==> config.mk <==
export PLATFORM = sky130hd
export DESIGN_NAME = bm25_document_scorer_top
export DESIGN_NICKNAME = d
export VERILOG_FILES = /design/src/rtl/bm25s_pkg.sv /design/src/rtl/bm25s_ctrl.sv /design/src/rtl/bm25s_dp.sv /design/src/rtl/bm25_document_scorer_top.sv
export SDC_FILE = /design/constraint.sdc
export NUM_CORES = 2
export LEC_CHECK = 0
export ABC_AREA = 1
export BUFFER_PORTS_ARGS = -buffer_cell sky130_fd_sc_hd__buf_2
export CORE_MARGIN = 2
export CORE_UTILIZATION = 50
export DETAILED_ROUTE_END_ITERATION = 12
export GPL_TIMING_DRIVEN = 0
export PLACE_DENSITY = 0.74
export SYNTH_ARGS = -nofsm -noshare
export SYNTH_HDL_FRONTEND = slang
export SYNTH_SLANG_ARGS = --single-unit
==> constraint.sdc <==
create_clock -name clk -period 20.9 [get_ports clk]
set_clock_uncertainty 0.05 [all_clocks]
set_input_delay 1.045 -clock clk [delete_from_list [all_inputs] [get_ports clk]]
set_output_delay 1.045 -clock clk [all_outputs]
set_load 0.02 [all_outputs]
==> src/rtl/bm25s_pkg.sv <==
// shared types, constants and command codes for the bm25 document scorer
package bm25s_pkg;

  // register map
  localparam int          CFG_INDEX_W = 2;
  localparam int          CFG_DATA_W  = 17;
  localparam logic [1:0]  CFG_K1      = 2'd0;
  localparam logic [1:0]  CFG_B       = 2'd1;
  localparam logic [1:0]  CFG_AVG     = 2'd2;

  // register reset values
  localparam logic [15:0] K1_RESET  = 16'd4915;
  localparam logic [16:0] B_RESET   = 17'd49152;
  localparam logic [15:0] AVG_RESET = 16'd1;

  // fixed point anchors
  localparam logic [16:0] B_ONE      = 17'd65536;  // 1.0 in Q1.16
  localparam logic [16:0] K1_ONE     = 17'd4096;   // 1.0 in Q4.12
  localparam logic [15:0] AVG_MIN    = 16'd1;      // 1.0 tokens
  localparam int          DEN_TF_SHIFT = 28;
  localparam int          RATIO_FRAC   = 16;
  localparam int          IDF_FRAC     = 8;
  localparam int          PRODUCT_FRAC = IDF_FRAC + RATIO_FRAC;
  localparam int          SCORE_FRAC_BITS_DEF = 16;

  // datapath widths
  localparam int MA_W     = 33;  // unsigned multiplier operand
  localparam int MB_W     = 18;  // signed multiplier operand
  localparam int PROD_W   = MA_W + 1 + MB_W;
  localparam int NUM_W    = 49;
  localparam int DEN_W    = 61;
  localparam int Q_W      = 32;
  localparam int IDFP_W   = 48;
  localparam int SCORE_W  = 32;

  typedef struct packed {
    logic [31:0]        doc_id;
    logic [15:0]        tf_count;
    logic signed [15:0] term_idf;
    logic [15:0]        doc_len;
    logic               last_term;
  } in_item_t;

  typedef struct packed {
    logic [31:0]        scored_doc;
    logic signed [31:0] score;
  } out_item_t;

  typedef enum logic [3:0] {
    OP_NONE,
    OP_LOAD,
    OP_MUL_KNB,
    OP_MUL_KB,
    OP_MUL_TFK,
    OP_MUL_TFAVG,
    OP_MUL_AAVG,
    OP_MUL_BDL,
    OP_MUL_NAVG,
    OP_SETUP,
    OP_DIV,
    OP_MUL_IDF,
    OP_ACC
  } dp_op_t;

  typedef struct packed {
    logic tf_zero;
    logic last;
    logic out_free;
  } dp_status_t;

endpackage

==> src/rtl/bm25s_ctrl.sv <==
// sequencer for the bm25 scorer: steps the datapath through one item
module bm25s_ctrl
  import bm25s_pkg::*;
(
  input  logic       clk,
  input  logic       rst,
  input  logic       in_valid,
  output logic       in_stall,
  input  dp_status_t status,
  output dp_op_t     op
);

  typedef enum logic [3:0] {
    ST_IDLE,
    ST_KNB,
    ST_KB,
    ST_TFK,
    ST_TFAVG,
    ST_AAVG,
    ST_BDL,
    ST_NAVG,
    ST_SETUP,
    ST_DIV,
    ST_IDF,
    ST_ACC
  } state_t;

  localparam int CNT_W = $clog2(Q_W);

  state_t           state;
  logic [CNT_W-1:0] div_cnt;

  assign in_stall = (state != ST_IDLE);

  always_comb begin
    case (state)
      ST_IDLE:  op = in_valid ? OP_LOAD : OP_NONE;
      ST_KNB:   op = status.tf_zero ? OP_NONE : OP_MUL_KNB;
      ST_KB:    op = OP_MUL_KB;
      ST_TFK:   op = OP_MUL_TFK;
      ST_TFAVG: op = OP_MUL_TFAVG;
      ST_AAVG:  op = OP_MUL_AAVG;
      ST_BDL:   op = OP_MUL_BDL;
      ST_NAVG:  op = OP_MUL_NAVG;
      ST_SETUP: op = OP_SETUP;
      ST_DIV:   op = OP_DIV;
      ST_IDF:   op = OP_MUL_IDF;
      ST_ACC:   op = (!status.last || status.out_free) ? OP_ACC : OP_NONE;
      default:  op = OP_NONE;
    endcase
  end

  always_ff @(posedge clk) begin
    if (rst) begin
      state   <= ST_IDLE;
      div_cnt <= '0;
    end else begin
      case (state)
        ST_IDLE: begin
          if (in_valid) state <= ST_KNB;
        end
        // an absent term goes straight to the accumulate step
        ST_KNB:   state <= status.tf_zero ? ST_ACC : ST_KB;
        ST_KB:    state <= ST_TFK;
        ST_TFK:   state <= ST_TFAVG;
        ST_TFAVG: state <= ST_AAVG;
        ST_AAVG:  state <= ST_BDL;
        ST_BDL:   state <= ST_NAVG;
        ST_NAVG:  state <= ST_SETUP;
        ST_SETUP: begin
          state   <= ST_DIV;
          div_cnt <= '0;
        end
        ST_DIV: begin
          div_cnt <= div_cnt + 1'b1;
          if (div_cnt == CNT_W'(Q_W - 1)) state <= ST_IDF;
        end
        ST_IDF:   state <= ST_ACC;
        ST_ACC: begin
          // hold while a finished score still waits in the output register
          if (!status.last || status.out_free) state <= ST_IDLE;
        end
        default:  state <= ST_IDLE;
      endcase
    end
  end

  a_accept_starts: assert property (@(posedge clk) disable iff (rst)
    (state == ST_IDLE && in_valid) |=> state == ST_KNB)
    else $error("accepted item did not start the sequence");

  a_div_starts_clean: assert property (@(posedge clk) disable iff (rst)
    state == ST_SETUP |=> (state == ST_DIV && div_cnt == '0))
    else $error("divider did not start from step zero");

  a_div_length: assert property (@(posedge clk) disable iff (rst)
    (state == ST_DIV && div_cnt != CNT_W'(Q_W - 1)) |=> state == ST_DIV)
    else $error("divider left before all quotient bits");

endmodule

==> src/rtl/bm25s_dp.sv <==
// datapath for the bm25 scorer: config, shared multiplier, divider, total
module bm25s_dp
  import bm25s_pkg::*;
#(
  parameter int SCORE_FRAC_BITS = SCORE_FRAC_BITS_DEF
) (
  input  logic                   clk,
  input  logic                   rst,
  input  dp_op_t                 op,
  output dp_status_t             status,
  input  in_item_t               in_item,
  output logic                   out_valid,
  input  logic                   out_stall,
  output out_item_t              out_item,
  input  logic                   cfg_valid,
  input  logic [CFG_INDEX_W-1:0] cfg_index,
  input  logic [CFG_DATA_W-1:0]  cfg_data
);

  localparam int SHIFT = PRODUCT_FRAC - SCORE_FRAC_BITS;

  logic [15:0] k1;
  logic [16:0] b;
  logic [15:0] avg_len;

  in_item_t in_q;

  logic [MA_W-1:0]          m_knb, m_kb, m_tfk;
  logic [31:0]              p_tfavg;
  logic [NUM_W-1:0]         p_aavg, p_bdl, num;
  logic [DEN_W-1:0]         den, rem;
  logic [Q_W-1:0]           q;
  logic signed [IDFP_W-1:0] prod_idf;
  logic signed [SCORE_W-1:0] running_total;

  logic [16:0]              bb, nb, k1p;
  logic [15:0]              avg_c;
  logic [MA_W-1:0]          mul_a;
  logic signed [MB_W-1:0]   mul_b;
  logic signed [PROD_W-1:0] prod;
  logic [DEN_W:0]           shifted;
  logic                     ge;
  logic signed [IDFP_W-1:0] contrib;
  logic signed [IDFP_W:0]   sum;
  logic signed [SCORE_W-1:0] sat;
  logic                     tf_zero;

  assign bb      = (b > B_ONE) ? B_ONE : b;
  assign nb      = B_ONE - bb;
  assign k1p     = {1'b0, k1} + K1_ONE;
  assign avg_c   = (avg_len < AVG_MIN) ? AVG_MIN : avg_len;
  assign tf_zero = (in_q.tf_count == '0);

  // one shared multiplier, operands chosen by the current step
  always_comb begin
    case (op)
      OP_MUL_KNB: begin
        mul_a = MA_W'(k1);
        mul_b = $signed({1'b0, nb});
      end
      OP_MUL_KB: begin
        mul_a = MA_W'(k1);
        mul_b = $signed({1'b0, bb});
      end
      OP_MUL_TFK: begin
        mul_a = MA_W'(in_q.tf_count);
        mul_b = $signed({1'b0, k1p});
      end
      OP_MUL_TFAVG: begin
        mul_a = MA_W'(in_q.tf_count);
        mul_b = $signed({2'b00, avg_c});
      end
      OP_MUL_AAVG: begin
        mul_a = m_knb;
        mul_b = $signed({2'b00, avg_c});
      end
      OP_MUL_BDL: begin
        mul_a = m_kb;
        mul_b = $signed({2'b00, in_q.doc_len});
      end
      OP_MUL_NAVG: begin
        mul_a = m_tfk;
        mul_b = $signed({2'b00, avg_c});
      end
      OP_MUL_IDF: begin
        mul_a = MA_W'(q);
        mul_b = $signed({{2{in_q.term_idf[15]}}, in_q.term_idf});
      end
      default: begin
        mul_a = '0;
        mul_b = '0;
      end
    endcase
  end

  assign prod = $signed({1'b0, mul_a}) * mul_b;

  // restoring step: one quotient bit a cycle
  assign shifted = {rem, 1'b0};
  assign ge      = (shifted >= {1'b0, den});

  // floor to the score format (zero for an absent term), then saturating add
  always_comb begin
    if (tf_zero) begin
      contrib = '0;
    end else begin
      contrib = prod_idf >>> SHIFT;
    end
  end

  assign sum     = {{(IDFP_W + 1 - SCORE_W){running_total[SCORE_W-1]}}, running_total}
                 + {contrib[IDFP_W-1], contrib};

  always_comb begin
    if (!sum[IDFP_W] && (|sum[IDFP_W-1:SCORE_W-1])) begin
      sat = {1'b0, {(SCORE_W-1){1'b1}}};
    end else if (sum[IDFP_W] && !(&sum[IDFP_W-1:SCORE_W-1])) begin
      sat = {1'b1, {(SCORE_W-1){1'b0}}};
    end else begin
      sat = sum[SCORE_W-1:0];
    end
  end

  assign status.tf_zero  = tf_zero;
  assign status.last     = in_q.last_term;
  assign status.out_free = !out_valid || !out_stall;

  // config registers
  always_ff @(posedge clk) begin
    if (rst) begin
      k1      <= K1_RESET;
      b       <= B_RESET;
      avg_len <= AVG_RESET;
    end else if (cfg_valid) begin
      case (cfg_index)
        CFG_K1:  k1 <= cfg_data[15:0];
        CFG_B:   b <= cfg_data;
        CFG_AVG: avg_len <= cfg_data[15:0];
        default: ;
      endcase
    end
  end

  // working registers
  always_ff @(posedge clk) begin
    case (op)
      OP_LOAD:      in_q <= in_item;
      OP_MUL_KNB:   m_knb <= prod[MA_W-1:0];
      OP_MUL_KB:    m_kb <= prod[MA_W-1:0];
      OP_MUL_TFK:   m_tfk <= prod[MA_W-1:0];
      OP_MUL_TFAVG: p_tfavg <= prod[31:0];
      OP_MUL_AAVG:  p_aavg <= prod[NUM_W-1:0];
      OP_MUL_BDL:   p_bdl <= prod[NUM_W-1:0];
      OP_MUL_NAVG:  num <= prod[NUM_W-1:0];
      OP_SETUP: begin
        den <= DEN_W'({p_tfavg, {DEN_TF_SHIFT{1'b0}}}) + DEN_W'(p_aavg) + DEN_W'(p_bdl);
        rem <= DEN_W'(num);
        q   <= '0;
      end
      OP_DIV: begin
        rem <= ge ? DEN_W'(shifted - {1'b0, den}) : shifted[DEN_W-1:0];
        q   <= {q[Q_W-2:0], ge};
      end
      OP_MUL_IDF:   prod_idf <= prod[IDFP_W-1:0];
      default: ;
    endcase
  end

  // running total and output register
  always_ff @(posedge clk) begin
    if (rst) begin
      running_total <= '0;
      out_valid     <= 1'b0;
    end else begin
      if (op == OP_ACC) begin
        running_total <= in_q.last_term ? '0 : sat;
      end
      if (op == OP_ACC && in_q.last_term) begin
        out_valid <= 1'b1;
      end else if (out_valid && !out_stall) begin
        out_valid <= 1'b0;
      end
    end
  end

  always_ff @(posedge clk) begin
    if (op == OP_ACC && in_q.last_term) begin
      out_item.scored_doc <= in_q.doc_id;
      out_item.score      <= sat;
    end
  end

  a_den_nonzero: assert property (@(posedge clk) disable iff (rst)
    op == OP_DIV |-> den != '0)
    else $error("divider running on a zero denominator");

  a_rem_below_den: assert property (@(posedge clk) disable iff (rst)
    op == OP_DIV |-> rem < den)
    else $error("partial remainder not below the denominator");

  a_emit_free_slot: assert property (@(posedge clk) disable iff (rst)
    (op == OP_ACC && in_q.last_term) |-> (!out_valid || !out_stall))
    else $error("score written over one not yet taken");

endmodule

==> src/rtl/bm25_document_scorer_top.sv <==
// Okapi BM25 document scorer. Each input item is one query term's posting
// hit; its contribution idf*tf*(k1+1)/(tf+k1*(1-b)+k1*b*dl/avgdl) is added to
// a saturating signed total, and the item marked last_term emits the doc id
// with the total and clears it. An item with a nonzero term frequency runs
// through 7 steps on the one shared multiplier to build numerator and
// denominator, a setup step, the restoring divider (one quotient bit a
// cycle), one multiply by idf and one accumulate, then returns to the idle
// step in which the next item is taken; no new item is accepted before
// that. An absent term (zero term frequency) goes from its first step
// straight to the accumulate step. A last item waits in its accumulate step
// while the output register still holds a score not taken. Configuration
// writes are always ready and must only be made while the block is idle.
module bm25_document_scorer_top
  import bm25s_pkg::*;
#(
  parameter int SCORE_FRAC_BITS = SCORE_FRAC_BITS_DEF
) (
  input  logic                   clk,
  input  logic                   rst,
  input  logic                   in_valid,
  output logic                   in_stall,
  input  in_item_t               in_item,
  output logic                   out_valid,
  input  logic                   out_stall,
  output out_item_t              out_item,
  input  logic                   cfg_valid,
  output logic                   cfg_ready,
  input  logic [CFG_INDEX_W-1:0] cfg_index,
  input  logic [CFG_DATA_W-1:0]  cfg_data
);

  dp_op_t     op;
  dp_status_t status;

  assign cfg_ready = 1'b1;

  bm25s_ctrl u_ctrl (
    .clk      (clk),
    .rst      (rst),
    .in_valid (in_valid),
    .in_stall (in_stall),
    .status   (status),
    .op       (op)
  );

  bm25s_dp #(
    .SCORE_FRAC_BITS (SCORE_FRAC_BITS)
  ) u_dp (
    .clk       (clk),
    .rst       (rst),
    .op        (op),
    .status    (status),
    .in_item   (in_item),
    .out_valid (out_valid),
    .out_stall (out_stall),
    .out_item  (out_item),
    .cfg_valid (cfg_valid),
    .cfg_index (cfg_index),
    .cfg_data  (cfg_data)
  );

endmodule

==> reports/summary.txt <==
Core Region: 0.113 mm²
Worst Setup SP: u_ctrl.state[0]
Post-Syn Instances: 6,473
#FFs+latches synth: 708
Final hold violation count: 0
Crit path time final: 11,280 ps
Synth warn: 0
RSZ-0062 raised after global routing: false
Pre-CTS WS: 10,070 ps
Top cell type's share of synthesized area: 32.5%
Max Clock Freq: 88.7 MHz
Num CTS Buffers: 76
Drt total wl: 180,000 µm
Largest family of logic cells by synthesized area: adder cells
WL/cell: 21.7 µm
Pint: 2.61 mW
Post-CTS sizing: 0
Slew @ Worst Pin: 1510 ps
Final Instance Area: 0.0626 mm²
Remaining DRCs: 0
Vias per cell: 5.44
HP Class: flop to flop
CTS tree: built
Hold Buf Count CTS: 0
Data arrival, critical path: 11,450 ps
Critical Path Source Type: flop
Headroom to the max-slew limit: -1.22%
Sum Neg Setup Slack: 0 ps
Post-synthesis cell type count: 64
Clk buf depth: 3
Final setup violating endpoints: 0
Total die area: 0.117 mm²
Commonest register cell after synthesis: edfxtp_1
Compound-Gate Fraction of Synth Area: 8.01%
Flop pwr share: 44.1%
Fraction of layout cells with a size suffix above 1: 7.77%
Worst stage delay on the critical path: 1150 ps
Nets: 7,686
Avg Cell Area, Syn: 8.80 µm²
Max-cap violations: 2
Most common cell in the synthesized netlist: nand2_1
Via count: 45,100
Vias in the first global route: 45,400
Critical path's top delay family: adder cells
Starting Density: 50.5%
Clock network fraction of design power: 36.3%
Synth Cell Area: 0.0570 mm²
Buf/Inv on CP: 11
First-pass DRT Iterations: 6
Period utilisation layout: 54.0%
Gate power share: 19.6%
Net Sw Frac: 30.7%
Slew Viols, Final: 9
Syn nets: 7,425
XOR/XNOR Fraction of Synth Area: 2.81%
Area delta synth->final: 9.84%
Setup crit end: u_dp.p_aavg[31]
RR Startpoint: u_ctrl.state[0]
Die Ht: 342 µm
Most used cell, CP: inv_1
Initial DRC count: 4,216
Row count: 123
Sequential cell area: 0.0203 mm²
Post-CTS Setup Bufs: 0
Die Wd: 342 µm
Post-Layout Cell Count: 8,296
Maximum vdd drop: 0.0660 mV
Post-Synth Simple-Gate Area: 17.6%
R2R cell count: 32
Number of flops mapped to enable cells by yosys: 617
Placer Congestion: 1.03
FFs w/ async S/R, synth: 0%
Crit end category: flop
Adder-cell area share of the yosys netlist: 25.4%
First-pass GRT wire length: 271,000 µm
Critical path's slowest cell: xnor2_1
Overflow after GRT: 0
Critical path class: flop to flop
Reg2reg end: u_dp.p_aavg[31]
R2R setup slack: 9620 ps
Antenna violations before repair: 8
Final setup margin: 9620 ps
Commonest cells in the netlist: nand2_1, inv_1, nor2_1, edfxtp_1, fa_1
Status: finished, violations left
Largest net degree at the start of global routing: 71
DP HPWL: 146,000 µm
PortBufs: 169
DP Cell Count: 8,156
Overall Global Routing Usage: 30.9%
WP depth: 32
Worst skew pair latency: 660 ps
Ports: 172
Htree depth: 3
Mux cell area share after synthesis: 0%
Worst Path Max Fanout: 42
DRT antenna net count: 0
Net Sw Power: 1.16 mW
Failing checks: max-capacitance violations, max-slew violations
Leakage: 29.2 nW
Worst-path clk slew: 60 ps
Critical path required time: 21,070 ps
Hold depth: 0
Power Dens Cells: 60.1 mW/mm²
Synth area leader: edfxtp_1
Post-DP Area: 0.0600 mm²
Clk sinks: 708
Hold slack: 363 ps
Root buffer cell: clkbuf_16
Multi-input logic area: 0.0308 mm²
Seq/Total Area, Yosys: 35.7%
Fillers: 10,300
Synth top area cells: edfxtp_1, fa_1, nand2_1
[final cells by class]
| type | instances | area share [%] |
|---|---|---|
| Antenna cell | 1 | 0.00400 |
| Timing Repair Buffer | 183 | 1.71 |
| Tap cell | 1500 | 3.00 |
| Multi-Input combinational cell | 4247 | 49.2 |
| Buffer | 169 | 1.39 |
| Clock inverter | 34 | 0.608 |
| Sequential cell | 708 | 32.5 |
| Clock buffer | 105 | 3.44 |
| Inverter | 1349 | 8.09 |
[registers in the layout, summed over array words and instances, names as in the netlist, 4 cells and up]
| name | count |
|---|---|
| u_dp.out_item | 64 |
| u_dp.p_aavg | 49 |
| u_dp.num | 49 |
| u_dp.b | 17 |
| u_dp.m_knb | 33 |
| u_dp.k1 | 16 |
| u_dp.q | 32 |
| u_dp.m_kb | 33 |
| u_dp.den | 61 |
| u_dp.m_tfk | 33 |
| u_ctrl.div_cnt | 5 |
| u_dp.running_total | 32 |
| u_dp.in_q | 80 |
| u_ctrl.state | 4 |
| u_dp.rem | 61 |
| u_dp.p_bdl | 49 |
| u_dp.avg_len | 16 |
| u_dp.prod_idf | 40 |
| u_dp.p_tfavg | 32 |
[through the flow]
step | power (mW) | utilization (%)
detailed placement | 2.40 | 53.2
floorplan | 2.06 | -
global placement | 2.38 | 52.9
CTS | 3.76 | 55.5
global route | 3.88 | 55.5
finish | 3.76 | 55.5
[logic make-up (layout without fill, tap and decap cells)]
logic type,after synthesis,after routing
other,1,2
AO/OA/AOI/OAI,804,804
flip-flops,708,708
adder cells (fa/ha/maj),847,847
buffers and inverters,1518,1840
XOR/XNOR,183,183
AND/OR/NAND/NOR,2412,2412
[cells in the final DEF (no fill, tap or decap), drive strengths merged, types with 22 or more instances in the layout]
cell type,netlist,routed
nand3,154,154
xnor2,78,78
nand3b,52,52
xor2,105,105
nand4,44,44
o21bai,31,31
nor4,26,26
clkbuf,67,172
ha,327,327
nand2,1435,1435
dfxtp,91,91
edfxtp,617,617
inv,1344,1350
o21ai,230,230
fa,520,520
nor3,33,33
clkinv,5,23
a21oi,387,387
nor2,656,656
o211ai,27,27
a221oi,22,22
buf,102,285
a31oi,24,24
[worst min path at each step]
stage	slack, ps	to	start
4_1_cts	370	u_dp.out_item[32]	u_dp.in_q[49]
3_3_place_gp	350	u_dp.out_item[58]	u_dp.in_q[75]
3_5_place_dp	350	u_dp.out_item[42]	u_dp.in_q[59]
6_report	360	u_dp.out_item[44]	u_dp.in_q[61]
5_1_grt	370	u_dp.out_item[46]	u_dp.in_q[63]
2_1_floorplan	350	u_dp.out_item[32]	u_dp.in_q[49]
[layer usage]
metal  routed length [µm]  vias to the layer above  GRT usage [%]  share of wire, %
met4                 8800                        0           13.5               4.9
li1                     -                    20900              -                 -
met3                13800                      360           4.24               7.7
met5                    0                        -              0                 0
met2                83600                     1837           50.7                46
met1                73700                    22000           41.1                41
[power groups by stage]
stage | registers, mW | clock network [mW] | logic, mW
floorplan | 1.68 | 0 | 0.379
global placement | 1.69 | 0 | 0.685
detailed placement | 1.69 | 0 | 0.716
CTS | 1.66 | 1.38 | 0.721
global route | 1.66 | 1.43 | 0.785
finish | 1.66 | 1.37 | 0.739
No activity file was read; power rests on OpenSTA's default activity.
